[config.mk]
export PLATFORM = sky130hd
export DESIGN_NAME = channel_breakout_detector_flat
export DESIGN_NICKNAME = d
export VERILOG_FILES = /design/src/rtl/cbd_pkg.sv /design/src/rtl/cbd_bar_if.sv /design/src/rtl/cbd_res_if.sv /design/src/rtl/cbd_ctrl.sv /design/src/rtl/cbd_dpath.sv /design/src/rtl/channel_breakout_detector.sv /design/src/flat_wrapper.sv
export SDC_FILE = /design/constraint.sdc
export NUM_CORES = 2
export LEC_CHECK = 0
export BUFFER_PORTS_ARGS = -buffer_cell sky130_fd_sc_hd__buf_4
export CORE_UTILIZATION = 45
export DETAILED_ROUTE_END_ITERATION = 12
export HOLD_SLACK_MARGIN = 0.1
export SYNTH_ARGS = -nofsm -noshare
export SYNTH_HDL_FRONTEND = slang
export SYNTH_HIERARCHICAL = 1
export SYNTH_SLANG_ARGS = --single-unit
[constraint.sdc]
create_clock -name i_clk -period 10.35 [get_ports i_clk]
set_clock_uncertainty 0.15 [all_clocks]
set_input_delay 2.07 -clock i_clk [delete_from_list [all_inputs] [get_ports i_clk]]
set_output_delay 2.07 -clock i_clk [all_outputs]
set_load 0.005 [all_outputs]
[src/rtl/cbd_pkg.sv]
`timescale 1ns / 1ps
// Package for the channel breakout detector: widths, register map, controller states
// and the command/status structs between controller and datapath. No dependencies.

package cbd_pkg;

    localparam int PRICE_W = 32;
    localparam int WIN_W   = 7;
    localparam int APB_AW  = 3;
    localparam int APB_DW  = 32;

    localparam logic [WIN_W-1:0] WIN_RESET = 7'd20;

    // register index = paddr[APB_AW-1:2]
    localparam logic [APB_AW-3:0] REG_WINDOW = 1'b0;

    typedef logic signed [PRICE_W-1:0] t_price;

    typedef enum logic [1:0] {
        S_IDLE,
        S_WALK,
        S_DRAIN,
        S_WRITE
    } t_state;

    typedef struct packed {
        logic load;
        logic rd_en;
        logic finish;
    } t_cmd;

    typedef struct packed {
        logic win_ready;
        logic walk_last;
        logic out_free;
    } t_sts;

endpackage

[src/rtl/cbd_bar_if.sv]
`timescale 1ns / 1ps
// Bar input channel: valid/ready handshake carrying high, low and close.
// Depends on cbd_pkg.

interface cbd_bar_if;
    logic            valid;
    logic            ready;
    cbd_pkg::t_price bar_high;
    cbd_pkg::t_price bar_low;
    cbd_pkg::t_price bar_close;

    modport source (output valid, output bar_high, output bar_low, output bar_close,
                    input ready);
    modport sink   (input valid, input bar_high, input bar_low, input bar_close,
                    output ready);
endinterface

[src/rtl/cbd_res_if.sv]
`timescale 1ns / 1ps
// Result channel: valid/ready handshake carrying the breakout flags.
// No dependencies.

interface cbd_res_if;
    logic valid;
    logic ready;
    logic bullish_breakout;
    logic bearish_breakout;
    logic window_ready;

    modport source (output valid, output bullish_breakout, output bearish_breakout,
                    output window_ready, input ready);
    modport sink   (input valid, input bullish_breakout, input bearish_breakout,
                    input window_ready, output ready);
endinterface

[src/rtl/cbd_ctrl.sv]
`timescale 1ns / 1ps
// Controller FSM: accepts a bar word, sequences the ring walk and the final write.
// Depends on cbd_pkg.

module cbd_ctrl (
    input  logic          i_clk,
    input  logic          i_rst_n,
    input  logic          i_in_valid,
    output logic          o_in_ready,
    input  cbd_pkg::t_sts i_sts,
    output cbd_pkg::t_cmd o_cmd
);

    cbd_pkg::t_state r_state;
    cbd_pkg::t_state n_state;

    always_ff @(posedge i_clk) begin
        if (!i_rst_n) begin
            r_state <= cbd_pkg::S_IDLE;
        end else begin
            r_state <= n_state;
        end
    end

    always_comb begin
        n_state = r_state;
        case (r_state)
            cbd_pkg::S_IDLE: begin
                if (i_in_valid) begin
                    n_state = i_sts.win_ready ? cbd_pkg::S_WALK : cbd_pkg::S_WRITE;
                end
            end
            cbd_pkg::S_WALK: begin
                if (i_sts.walk_last) begin
                    n_state = cbd_pkg::S_DRAIN;
                end
            end
            cbd_pkg::S_DRAIN: begin
                n_state = cbd_pkg::S_WRITE;
            end
            cbd_pkg::S_WRITE: begin
                if (i_sts.out_free) begin
                    n_state = cbd_pkg::S_IDLE;
                end
            end
            default: begin
                n_state = cbd_pkg::S_IDLE;
            end
        endcase
    end

    always_comb begin
        o_in_ready   = 1'b0;
        o_cmd.load   = 1'b0;
        o_cmd.rd_en  = 1'b0;
        o_cmd.finish = 1'b0;
        case (r_state)
            cbd_pkg::S_IDLE: begin
                o_in_ready = 1'b1;
                o_cmd.load = i_in_valid;
            end
            cbd_pkg::S_WALK: begin
                o_cmd.rd_en = 1'b1;
            end
            cbd_pkg::S_DRAIN: begin
            end
            cbd_pkg::S_WRITE: begin
                o_cmd.finish = i_sts.out_free;
            end
            default: begin
            end
        endcase
    end

endmodule

[src/rtl/cbd_dpath.sv]
`timescale 1ns / 1ps
// Datapath: bar registers, high/low ring memory, running max/min, counters and the
// output register. Depends on cbd_pkg; driven by cbd_ctrl.

module cbd_dpath #(
    parameter int MAX_WINDOW = 64
) (
    input  logic                        i_clk,
    input  logic                        i_rst_n,
    input  cbd_pkg::t_cmd               i_cmd,
    output cbd_pkg::t_sts               o_sts,
    input  logic [cbd_pkg::WIN_W-1:0]   i_window,
    input  cbd_pkg::t_price             i_bar_high,
    input  cbd_pkg::t_price             i_bar_low,
    input  cbd_pkg::t_price             i_bar_close,
    output logic                        o_out_valid,
    input  logic                        i_out_ready,
    output logic                        o_bull,
    output logic                        o_bear,
    output logic                        o_win_ready
);

    localparam int SLOT_W = (MAX_WINDOW > 1) ? $clog2(MAX_WINDOW) : 1;
    localparam int CNT_W  = $clog2(MAX_WINDOW + 1);
    localparam int CMP_W  = (CNT_W > cbd_pkg::WIN_W) ? CNT_W : cbd_pkg::WIN_W;
    localparam int PW     = cbd_pkg::PRICE_W;

    localparam logic [SLOT_W-1:0] LAST_SLOT = SLOT_W'(MAX_WINDOW - 1);
    localparam logic [CMP_W-1:0]  MAX_EXT   = CMP_W'(MAX_WINDOW);
    localparam cbd_pkg::t_price   PRICE_MIN = {1'b1, {(PW-1){1'b0}}};
    localparam cbd_pkg::t_price   PRICE_MAX = {1'b0, {(PW-1){1'b1}}};

    logic [2*PW-1:0]      mem [MAX_WINDOW];
    logic [2*PW-1:0]      r_rd_data;
    logic                 r_acc_vld;
    logic [SLOT_W-1:0]    r_wr_slot;
    logic [SLOT_W-1:0]    r_rd_slot;
    logic [CNT_W-1:0]     r_bars_seen;
    logic [CMP_W-1:0]     r_walk_cnt;
    cbd_pkg::t_price      r_high;
    cbd_pkg::t_price      r_low;
    cbd_pkg::t_price      r_close;
    cbd_pkg::t_price      r_max;
    cbd_pkg::t_price      r_min;
    logic                 r_win_ready;
    logic                 r_out_valid;
    logic                 r_bull;
    logic                 r_bear;
    logic                 r_rdy;

    logic [CMP_W-1:0]     w_ext;
    logic [CMP_W-1:0]     eff_win;
    cbd_pkg::t_price      rd_high;
    cbd_pkg::t_price      rd_low;

    function automatic logic [SLOT_W-1:0] prev_slot(input logic [SLOT_W-1:0] s);
        prev_slot = (s == '0) ? LAST_SLOT : s - 1'b1;
    endfunction

    // window of zero means one, above the ring depth means the whole ring
    always_comb begin
        w_ext = CMP_W'(i_window);
        if (w_ext == '0) begin
            eff_win = CMP_W'(1);
        end else if (w_ext > MAX_EXT) begin
            eff_win = MAX_EXT;
        end else begin
            eff_win = w_ext;
        end
    end

    assign o_sts.win_ready = CMP_W'(r_bars_seen) >= eff_win;
    assign o_sts.walk_last = r_walk_cnt == (eff_win - 1'b1);
    assign o_sts.out_free  = !r_out_valid || i_out_ready;

    assign rd_high = r_rd_data[2*PW-1:PW];
    assign rd_low  = r_rd_data[PW-1:0];

    // ring: written once per bar after the walk, read one entry per cycle
    always_ff @(posedge i_clk) begin
        if (i_cmd.finish) begin
            mem[r_wr_slot] <= {r_high, r_low};
        end
        if (i_cmd.rd_en) begin
            r_rd_data <= mem[r_rd_slot];
        end
    end

    always_ff @(posedge i_clk) begin
        if (i_cmd.load) begin
            r_high      <= i_bar_high;
            r_low       <= i_bar_low;
            r_close     <= i_bar_close;
            r_win_ready <= o_sts.win_ready;
            r_rd_slot   <= prev_slot(r_wr_slot);
            r_walk_cnt  <= '0;
            r_max       <= PRICE_MIN;
            r_min       <= PRICE_MAX;
        end else begin
            if (i_cmd.rd_en) begin
                r_rd_slot  <= prev_slot(r_rd_slot);
                r_walk_cnt <= r_walk_cnt + 1'b1;
            end
            if (r_acc_vld) begin
                if (rd_high > r_max) begin
                    r_max <= rd_high;
                end
                if (rd_low < r_min) begin
                    r_min <= rd_low;
                end
            end
        end
        if (i_cmd.finish) begin
            r_bull <= r_win_ready && (r_close > r_max);
            r_bear <= r_win_ready && (r_close < r_min);
            r_rdy  <= r_win_ready;
        end
    end

    always_ff @(posedge i_clk) begin
        if (!i_rst_n) begin
            r_acc_vld   <= 1'b0;
            r_wr_slot   <= '0;
            r_bars_seen <= '0;
            r_out_valid <= 1'b0;
        end else begin
            r_acc_vld <= i_cmd.rd_en;
            if (i_cmd.finish) begin
                r_wr_slot <= (r_wr_slot == LAST_SLOT) ? '0 : r_wr_slot + 1'b1;
                if (r_bars_seen != CNT_W'(MAX_WINDOW)) begin
                    r_bars_seen <= r_bars_seen + 1'b1;
                end
                r_out_valid <= 1'b1;
            end else if (i_out_ready) begin
                r_out_valid <= 1'b0;
            end
        end
    end

    assign o_out_valid = r_out_valid;
    assign o_bull      = r_bull;
    assign o_bear      = r_bear;
    assign o_win_ready = r_rdy;

    a_bars_sat: assert property (@(posedge i_clk) disable iff (!i_rst_n)
        r_bars_seen <= CNT_W'(MAX_WINDOW))
        else $error("bars_seen past ring depth");

    a_slot_hold: assert property (@(posedge i_clk) disable iff (!i_rst_n)
        !i_cmd.finish |=> $stable(r_wr_slot))
        else $error("write slot moved without a ring write");

    a_no_flag_unready: assert property (@(posedge i_clk) disable iff (!i_rst_n)
        i_cmd.finish && !r_win_ready |=> !r_bull && !r_bear && !r_rdy)
        else $error("breakout flagged before window filled");

    a_walk_bound: assert property (@(posedge i_clk) disable iff (!i_rst_n)
        i_cmd.rd_en |-> r_walk_cnt < eff_win)
        else $error("ring walk overran the window");

endmodule

[src/rtl/channel_breakout_detector.sv]
`timescale 1ns / 1ps
// Top level of the channel breakout detector: APB window register, controller and
// datapath. Depends on cbd_pkg, cbd_bar_if, cbd_res_if, cbd_ctrl, cbd_dpath.
//
//   port    dir  handshake     word
//   i_bar   in   valid/ready   bar_high, bar_low, bar_close (signed 32)
//   o_res   out  valid/ready   bullish_breakout, bearish_breakout, window_ready
//   APB     in   psel/penable  window_length at byte address 0
//
// Once the window is filled, a bar walks the ring and drains before its write; until
// then both are skipped. The walk reads one ring entry per cycle from a single-port
// memory. Synchronous active-low reset clears state, counters and window (20).
// A finished word waits in the output register; the next bar is accepted meanwhile
// and stalls in its write step only while that register is still full.

module channel_breakout_detector #(
    parameter int MAX_WINDOW = 64
) (
    input  logic                         i_clk,
    input  logic                         i_rst_n,
    cbd_bar_if.sink                      i_bar,
    cbd_res_if.source                    o_res,
    input  logic                         psel,
    input  logic                         penable,
    input  logic                         pwrite,
    input  logic [cbd_pkg::APB_AW-1:0]   paddr,
    input  logic [cbd_pkg::APB_DW-1:0]   pwdata,
    output logic [cbd_pkg::APB_DW-1:0]   prdata,
    output logic                         pready
);

    logic [cbd_pkg::WIN_W-1:0] r_window;
    logic                      reg_hit;
    cbd_pkg::t_cmd             cmd;
    cbd_pkg::t_sts             sts;

    assign pready  = 1'b1;
    assign reg_hit = paddr[cbd_pkg::APB_AW-1:2] == cbd_pkg::REG_WINDOW;

    always_ff @(posedge i_clk) begin
        if (!i_rst_n) begin
            r_window <= cbd_pkg::WIN_RESET;
        end else if (psel && penable && pwrite && reg_hit) begin
            r_window <= pwdata[cbd_pkg::WIN_W-1:0];
        end
    end

    assign prdata = reg_hit ? cbd_pkg::APB_DW'(r_window) : '0;

    cbd_ctrl u_ctrl (
        .i_clk      (i_clk),
        .i_rst_n    (i_rst_n),
        .i_in_valid (i_bar.valid),
        .o_in_ready (i_bar.ready),
        .i_sts      (sts),
        .o_cmd      (cmd)
    );

    cbd_dpath #(
        .MAX_WINDOW (MAX_WINDOW)
    ) u_dpath (
        .i_clk       (i_clk),
        .i_rst_n     (i_rst_n),
        .i_cmd       (cmd),
        .o_sts       (sts),
        .i_window    (r_window),
        .i_bar_high  (i_bar.bar_high),
        .i_bar_low   (i_bar.bar_low),
        .i_bar_close (i_bar.bar_close),
        .o_out_valid (o_res.valid),
        .i_out_ready (o_res.ready),
        .o_bull      (o_res.bullish_breakout),
        .o_bear      (o_res.bearish_breakout),
        .o_win_ready (o_res.window_ready)
    );

endmodule
[src/flat_wrapper.sv]
// flat-port wrapper written by rule: the top's interface ports become plain ports
module channel_breakout_detector_flat 
#(
    parameter int MAX_WINDOW = 64
)
  (i_clk, i_rst_n, psel, penable, pwrite, paddr, pwdata, prdata, pready, i_bar_valid, i_bar_bar_high, i_bar_bar_low, i_bar_bar_close, i_bar_ready, o_res_valid, o_res_bullish_breakout, o_res_bearish_breakout, o_res_window_ready, o_res_ready);
  cbd_bar_if i_bar_i ();
  cbd_res_if o_res_i ();
  input  logic i_clk;
  input  logic i_rst_n;
  input  logic psel;
  input  logic penable;
  input  logic pwrite;
  input  logic [cbd_pkg::APB_AW-1:0] paddr;
  input  logic [cbd_pkg::APB_DW-1:0] pwdata;
  output logic [cbd_pkg::APB_DW-1:0] prdata;
  output logic pready;
  input wire logic [$bits(i_bar_i.valid)-1:0] i_bar_valid;
  input wire logic [$bits(i_bar_i.bar_high)-1:0] i_bar_bar_high;
  input wire logic [$bits(i_bar_i.bar_low)-1:0] i_bar_bar_low;
  input wire logic [$bits(i_bar_i.bar_close)-1:0] i_bar_bar_close;
  output wire logic [$bits(i_bar_i.ready)-1:0] i_bar_ready;
  output wire logic [$bits(o_res_i.valid)-1:0] o_res_valid;
  output wire logic [$bits(o_res_i.bullish_breakout)-1:0] o_res_bullish_breakout;
  output wire logic [$bits(o_res_i.bearish_breakout)-1:0] o_res_bearish_breakout;
  output wire logic [$bits(o_res_i.window_ready)-1:0] o_res_window_ready;
  input wire logic [$bits(o_res_i.ready)-1:0] o_res_ready;
  assign i_bar_i.valid = i_bar_valid;
  assign i_bar_i.bar_high = i_bar_bar_high;
  assign i_bar_i.bar_low = i_bar_bar_low;
  assign i_bar_i.bar_close = i_bar_bar_close;
  assign i_bar_ready = i_bar_i.ready;
  assign o_res_valid = o_res_i.valid;
  assign o_res_bullish_breakout = o_res_i.bullish_breakout;
  assign o_res_bearish_breakout = o_res_i.bearish_breakout;
  assign o_res_window_ready = o_res_i.window_ready;
  assign o_res_i.ready = o_res_ready;
  channel_breakout_detector #(.MAX_WINDOW(MAX_WINDOW)) u_core (.i_clk(i_clk), .i_rst_n(i_rst_n), .i_bar(i_bar_i), .o_res(o_res_i), .psel(psel), .penable(penable), .pwrite(pwrite), .paddr(paddr), .pwdata(pwdata), .prdata(prdata), .pready(pready));
endmodule
; ---- Word-level counts from Yosys, hierarchy flattened
; Memory sizes are Yosys's and may differ from the RTL's. A register that Yosys moved wholly into a read port is not among the register bits.
; Index checks and enable logic that the tools add are counted.
[totals]
ff_bits = 201
mem_count = 1
input_bits = 138
ramBits = 4096
[classes]
n_eq_ne = 9
n_lt_le_gt_ge = 6
n_addsub = 6
n_reduce_logical = 17
muxes = 21
n_bitwise = 1
[memory_table]
columns = name, words, width, read_ports, rd_clocked_by_memory_dff, write_ports, line_no
row1 = u_core.u_dpath.mem, 64, 64, 1, 1, 1, cbd_dpath.sv:33  ; logic [2*PW-1:0] mem [MAX_WINDOW];
[op_table]
columns = cell, count
row1 = > comparator 32 bit, 2
row2 = < comparator 32 bit, 2
row3 = 2-to-1 mux 6 bit, 5
row4 = 2-to-1 mux 7 bit, 3
row5 = "adder 7 x 1 -> 7 bit, second input constant", 2
row6 = logical NOT 6 bit, 2
row7 = "subtractor 6 x 1 -> 6 bit, second input constant", 2
row8 = 2-to-1 mux 1 bit, 8
row9 = 2-to-1 mux 2 bit, 4
row10 = one-hot mux 2 bit (4 select lines), 1
row11 = equality test 7 bit, 1
row12 = greater-or-equal comparator 7 bit, 1
row13 = "> comparator 7 bit, second input constant", 1
row14 = logical NOT 7 bit, 1
row15 = "inequality test 7 bit, second input constant", 1
row16 = "subtractor 7 x 1 -> 7 bit, second input constant", 1
row17 = "adder 6 x 1 -> 6 bit, second input constant", 1
row18 = "equality test 6 bit, second input constant", 1
row19 = AND reduction 2 bit, 3
row20 = logical AND 1 bit, 5
row21 = "equality test 2 bit, second input constant", 2
row22 = "inequality test 2 bit, second input constant", 2
row23 = nonzero test 2 bit, 2
row24 = AND reduction 3 bit, 1
row25 = other kinds (6), 6

; ---- Logic depth before layout (Yosys ltp)
[depth]
depth_word = 7
ltp_mapped = 15

; ---- Cells and area by module
; The synthesis kept the hierarchy.
[by_module_without_submodules]
columns = mod, n_inst, area_each_um2, seq_area_each_um2, cells_each
row1 = cbd_dpath, 1, 168436.5, 129824.5, 7785
row2 = channel_breakout_detector, 1, 561.8, 140.1, 66
row3 = cbd_ctrl, 1, 195.2, 40.0, 22

; ---- Worst setup path after synthesis
; OpenSTA, ideal clock, no wires.
[synth_path]
path_kind = input to register
from = input o_res_ready
to = memory u_core/u_dpath/mem[44][0] (netlist bit) (enable)
path_buffers = 2
setup_slack_ps = 2038
stages = 6
arrival_ps = 7597
setup_time_ps = 565
path_cell_list = nand2b_1 -> and2_1 -> clkbuf_1 -> buf_1 -> nand3_1 -> nor3_1
[synth_rtl]
columns = item, line_no
row1 = "start, declared", flat_wrapper.sv:27  ; input wire logic [$bits(o_res_i.ready)-1:0] o_res_ready;
row2 = "end, declared", cbd_dpath.sv:33

==> results.rst <==
.. list-table::
   :header-rows: 1

   * - Metric
     - Value
   * - Sink count of the clock tree
     - 4361
   * - Cells after DPL
     - 12840
   * - Number of top-level pins
     - 176
   * - Pre-antenna DRT Iters
     - 5
   * - CTS tree
     - yes
   * - Post-synthesis sequential element count
     - 4361
   * - CTS Hold Bufs
     - 0
   * - Count of vias placed by the detailed router
     - 85440
   * - Total Die Area
     - 378400 µm²
   * - Global-route total usage across every layer
     - 24.71%
   * - Measured slew at the worst slew-check pin
     - 1.461 ns
   * - Final hold violation count
     - 0
   * - Antenna Nets Post-Route
     - 0
   * - Count of final setup violators
     - 0
   * - GPL Wtd Cong
     - 0.8279
   * - Run status
     - finished, final reports clean
   * - Post-Synthesis Cells
     - 7873
   * - P per Cell Area
     - 273.7 nW/µm²
   * - Most common cell after layout, fill and taps aside
     - sky130_fd_sc_hd__edfxtp_1
   * - Leading area contributor after synthesis
     - sky130_fd_sc_hd__edfxtp_1
   * - Tcrit/Tclk final
     - 56.31%
   * - Hold WS
     - 0.3422 ns
   * - Non-filler instance count after layout
     - 13670
   * - Number of buffers added for setup after CTS
     - 0
   * - Max-slew violation total from the final report
     - 0
   * - Sum of routed wire length over all layers
     - 472.5 mm
   * - Buffer depth of the longest clock path
     - 4
   * - Number of design-rule violations left by the first detailed-router iteration
     - 11600
   * - Layout cells sized above 1
     - 24.44%
   * - Max H-tree Level
     - 5
   * - Layout net count
     - 8594
   * - Cell area after technology mapping
     - 169200 µm²
   * - Summed negative setup slack over all endpoints
     - 0 ns
   * - Fraction of post-synthesis cell area in the top cell type by area
     - 75.71%
   * - Detailed-placement wirelength estimate
     - 254.3 mm
   * - Worst Setup End Kind
     - register
   * - Clock latency on the worst-skew pair
     - 1.02 ns
   * - Arrival @ worst endpoint
     - 6.42 ns
   * - Average routed wire per standard cell
     - 34.56 µm
   * - # DRC
     - 0
   * - Post-route cell area
     - 191400 µm²
   * - Maximum achievable frequency
     - 171.6 MHz
   * - Crit Path Class
     - reg -> reg
   * - Count of distinct cell types in the synthesized netlist
     - 72
   * - Commonest cells after routing, fill and taps aside
     - 4266 x sky130_fd_sc_hd__edfxtp_1, 990 x sky130_fd_sc_hd__mux4_2, 448 x sky130_fd_sc_hd__clkbuf_16
   * - Vias per inst
     - 6.250
   * - Startpoint class of the critical path
     - register
   * - Area delta synth->final
     - 13.12%
   * - Root Driver
     - sky130_fd_sc_hd__clkbuf_16
   * - Sequential cell area fraction in the yosys report
     - 76.84%
   * - Lkg Pwr
     - 61.32 nW
   * - Global-route wire length before repair
     - 658.3 mm
   * - Final Critical Period
     - 5.828 ns
   * - Row Count
     - 224
   * - Placeable core region
     - 373300 µm²
   * - Clock transition at the registers of the reported paths
     - 0.06 ns
   * - Count of flip-flops with a built-in enable after synthesis
     - 4266
   * - Flip-flop cell with the highest count after synthesis
     - sky130_fd_sc_hd__edfxtp_1
   * - Worst VDD drop
     - 0.3177 mV
   * - Utilization after layout
     - 51.27%
   * - Starting density of the core
     - 45.32%
   * - Kind of path behind the tightest hold check
     - reg -> reg
   * - Width of the die
     - 615.2 µm
   * - Max-Slew Margin vs Limit
     - 1.939%
   * - Count of buffers inserted at the top-level ports
     - 122
   * - Dominant cells by area after synthesis
     - sky130_fd_sc_hd__edfxtp_1 76%, sky130_fd_sc_hd__mux4_2 13%, sky130_fd_sc_hd__mux2i_1 2.4%, sky130_fd_sc_hd__dfxtp_1 1.1%, sky130_fd_sc_hd__ha_1 1.1%
   * - Final setup margin
     - 4.522 ns
   * - Number of global-route vias before repair
     - 84760
   * - Cts repair resizes
     - 0
   * - Number of CTS-inserted buffers
     - 443
   * - Required time of the critical path
     - 10.94 ns
   * - Number of antenna violations at the first check in global routing
     - 44
   * - Grt total ovfl
     - 0
   * - Crit Path Max Fanout
     - 37
   * - Tot Pwr
     - 52.39 mW
   * - Synth Warn #
     - 6
   * - Average cell area after synthesis
     - 21.49 µm²
   * - Pin count of the biggest net entering global routing
     - 96
   * - Instance area at placement
     - 177100 µm²
   * - RSZ-0062 raised after global routing
     - false
   * - Async set-or-reset flop fraction in the synthesized netlist
     - 0%
   * - Count of maximum capacitance violations
     - 0
   * - Die height
     - 615.2 µm
   * - Setup slack after placement
     - 4.089 ns
==> cell families (layout without fill, tap and decap cells) <==
| family | after synthesis | in the layout | share of synthesized area (%) |
|---|---|---|---|
| other cells | 2 | 36 | 0.004439 |
| compound gates | 680 | 680 | 2.701 |
| buf+inv | 527 | 1318 | 1.715 |
| flops | 4361 | 4361 | 76.84 |
| fa+ha+maj | 146 | 146 | 1.080 |
| mux | 1400 | 1400 | 15.61 |
| xor+xnor | 29 | 29 | 0.1501 |
| simple gates | 728 | 728 | 1.906 |
==> critical path, cell delays in order, from the launching register on <==
cell	delay, ns
sky130_fd_sc_hd__edfxtp_1	1.13
sky130_fd_sc_hd__buf_4	0.86
sky130_fd_sc_hd__nand2_4	0.51
sky130_fd_sc_hd__buf_4	0.52
sky130_fd_sc_hd__buf_4	0.46
sky130_fd_sc_hd__o221ai_1	0.33
sky130_fd_sc_hd__nor2_1	0.10
sky130_fd_sc_hd__nor3_1	0.91
sky130_fd_sc_hd__nor3_1	0.08
sky130_fd_sc_hd__nor2_1	0.35
==> layout make-up <==
cell class / instances / area [µm²]
fill: 29220 / 181900
inverter: 88 / 354.1
clock buffer: 543 / 11610
timing repair buffer: 407 / 3551
sequential: 4361 / 130000
clock inverter: 280 / 2665
multi-input combinational: 3009 / 36960
antenna: 10 / 25.02
tap: 4972 / 6221
==> routing by layer <==
layer  vias up  track usage (%)  part of all wire (%)
li1      33890                -                     -
met2      4350            39.21                    47
met1     46400            35.16                    40
met5         -                0                 0.046
met3       768            4.822                   9.8
met4        32            6.708                   2.9
==> synthesized netlist by cell type (23+ instances only) <==
cell type / count
sky130_fd_sc_hd__mux2i_1: 409
sky130_fd_sc_hd__buf_6: 56
sky130_fd_sc_hd__a21oi_1: 153
sky130_fd_sc_hd__edfxtp_1: 4266
sky130_fd_sc_hd__o211ai_1: 37
sky130_fd_sc_hd__nand2_1: 333
sky130_fd_sc_hd__buf_1: 53
sky130_fd_sc_hd__o221ai_1: 140
sky130_fd_sc_hd__a21o_1: 23
sky130_fd_sc_hd__buf_2: 109
sky130_fd_sc_hd__inv_1: 82
sky130_fd_sc_hd__nand4_1: 30
sky130_fd_sc_hd__o21ai_0: 111
sky130_fd_sc_hd__ha_1: 146
sky130_fd_sc_hd__a31oi_1: 24
sky130_fd_sc_hd__nand3_1: 48
sky130_fd_sc_hd__buf_4: 71
sky130_fd_sc_hd__dfxtp_1: 95
sky130_fd_sc_hd__clkbuf_1: 142
sky130_fd_sc_hd__nor3_1: 51
sky130_fd_sc_hd__o22ai_1: 88
sky130_fd_sc_hd__nor2_1: 167
sky130_fd_sc_hd__mux4_2: 990
==> power breakdown <==
group	internal [mW]	leakage (nW)	switching, mW
combinational	5.71	15.2	9.75
clock	8.95	6.97	6.80
sequential	20.8	39.2	0.320
==> flip-flops by register name, summed over array words and instances (netlist names) <==
signal and count:
u_core/u_dpath/mem 4096, u_core/u_dpath/r_rd_data 64, u_core/u_dpath/r_close 32, u_core/u_dpath/r_high 32
u_core/u_dpath/r_low 32, u_core/u_dpath/r_max 32, u_core/u_dpath/r_min 32, u_core/r_window 7
u_core/u_dpath/r_bars_seen 7, u_core/u_dpath/r_walk_cnt 7, u_core/u_dpath/r_rd_slot 6, u_core/u_dpath/r_wr_slot 6
u_core/u_ctrl/r_state 2, u_core/u_dpath/o_bear 1, u_core/u_dpath/o_bull 1, u_core/u_dpath/o_out_valid 1
u_core/u_dpath/o_win_ready 1, u_core/u_dpath/r_acc_vld 1, u_core/u_dpath/r_win_ready 1
==> worst paths after layout <==
check	from	to	slack, ns	cells after the start
setup reg to reg	u_core/u_dpath/r_rd_slot[1]	u_core/u_dpath/r_rd_data[15]	4.52	9
hold reg to reg	u_core/r_window[5]	u_core/r_window[5]	0.34	2
setup / recovery	u_core/u_dpath/r_rd_slot[1]	u_core/u_dpath/r_rd_data[15]	4.52	9
hold / removal	u_core/r_window[5]	u_core/r_window[5]	0.34	2
(Power assumes the default switching activity.)
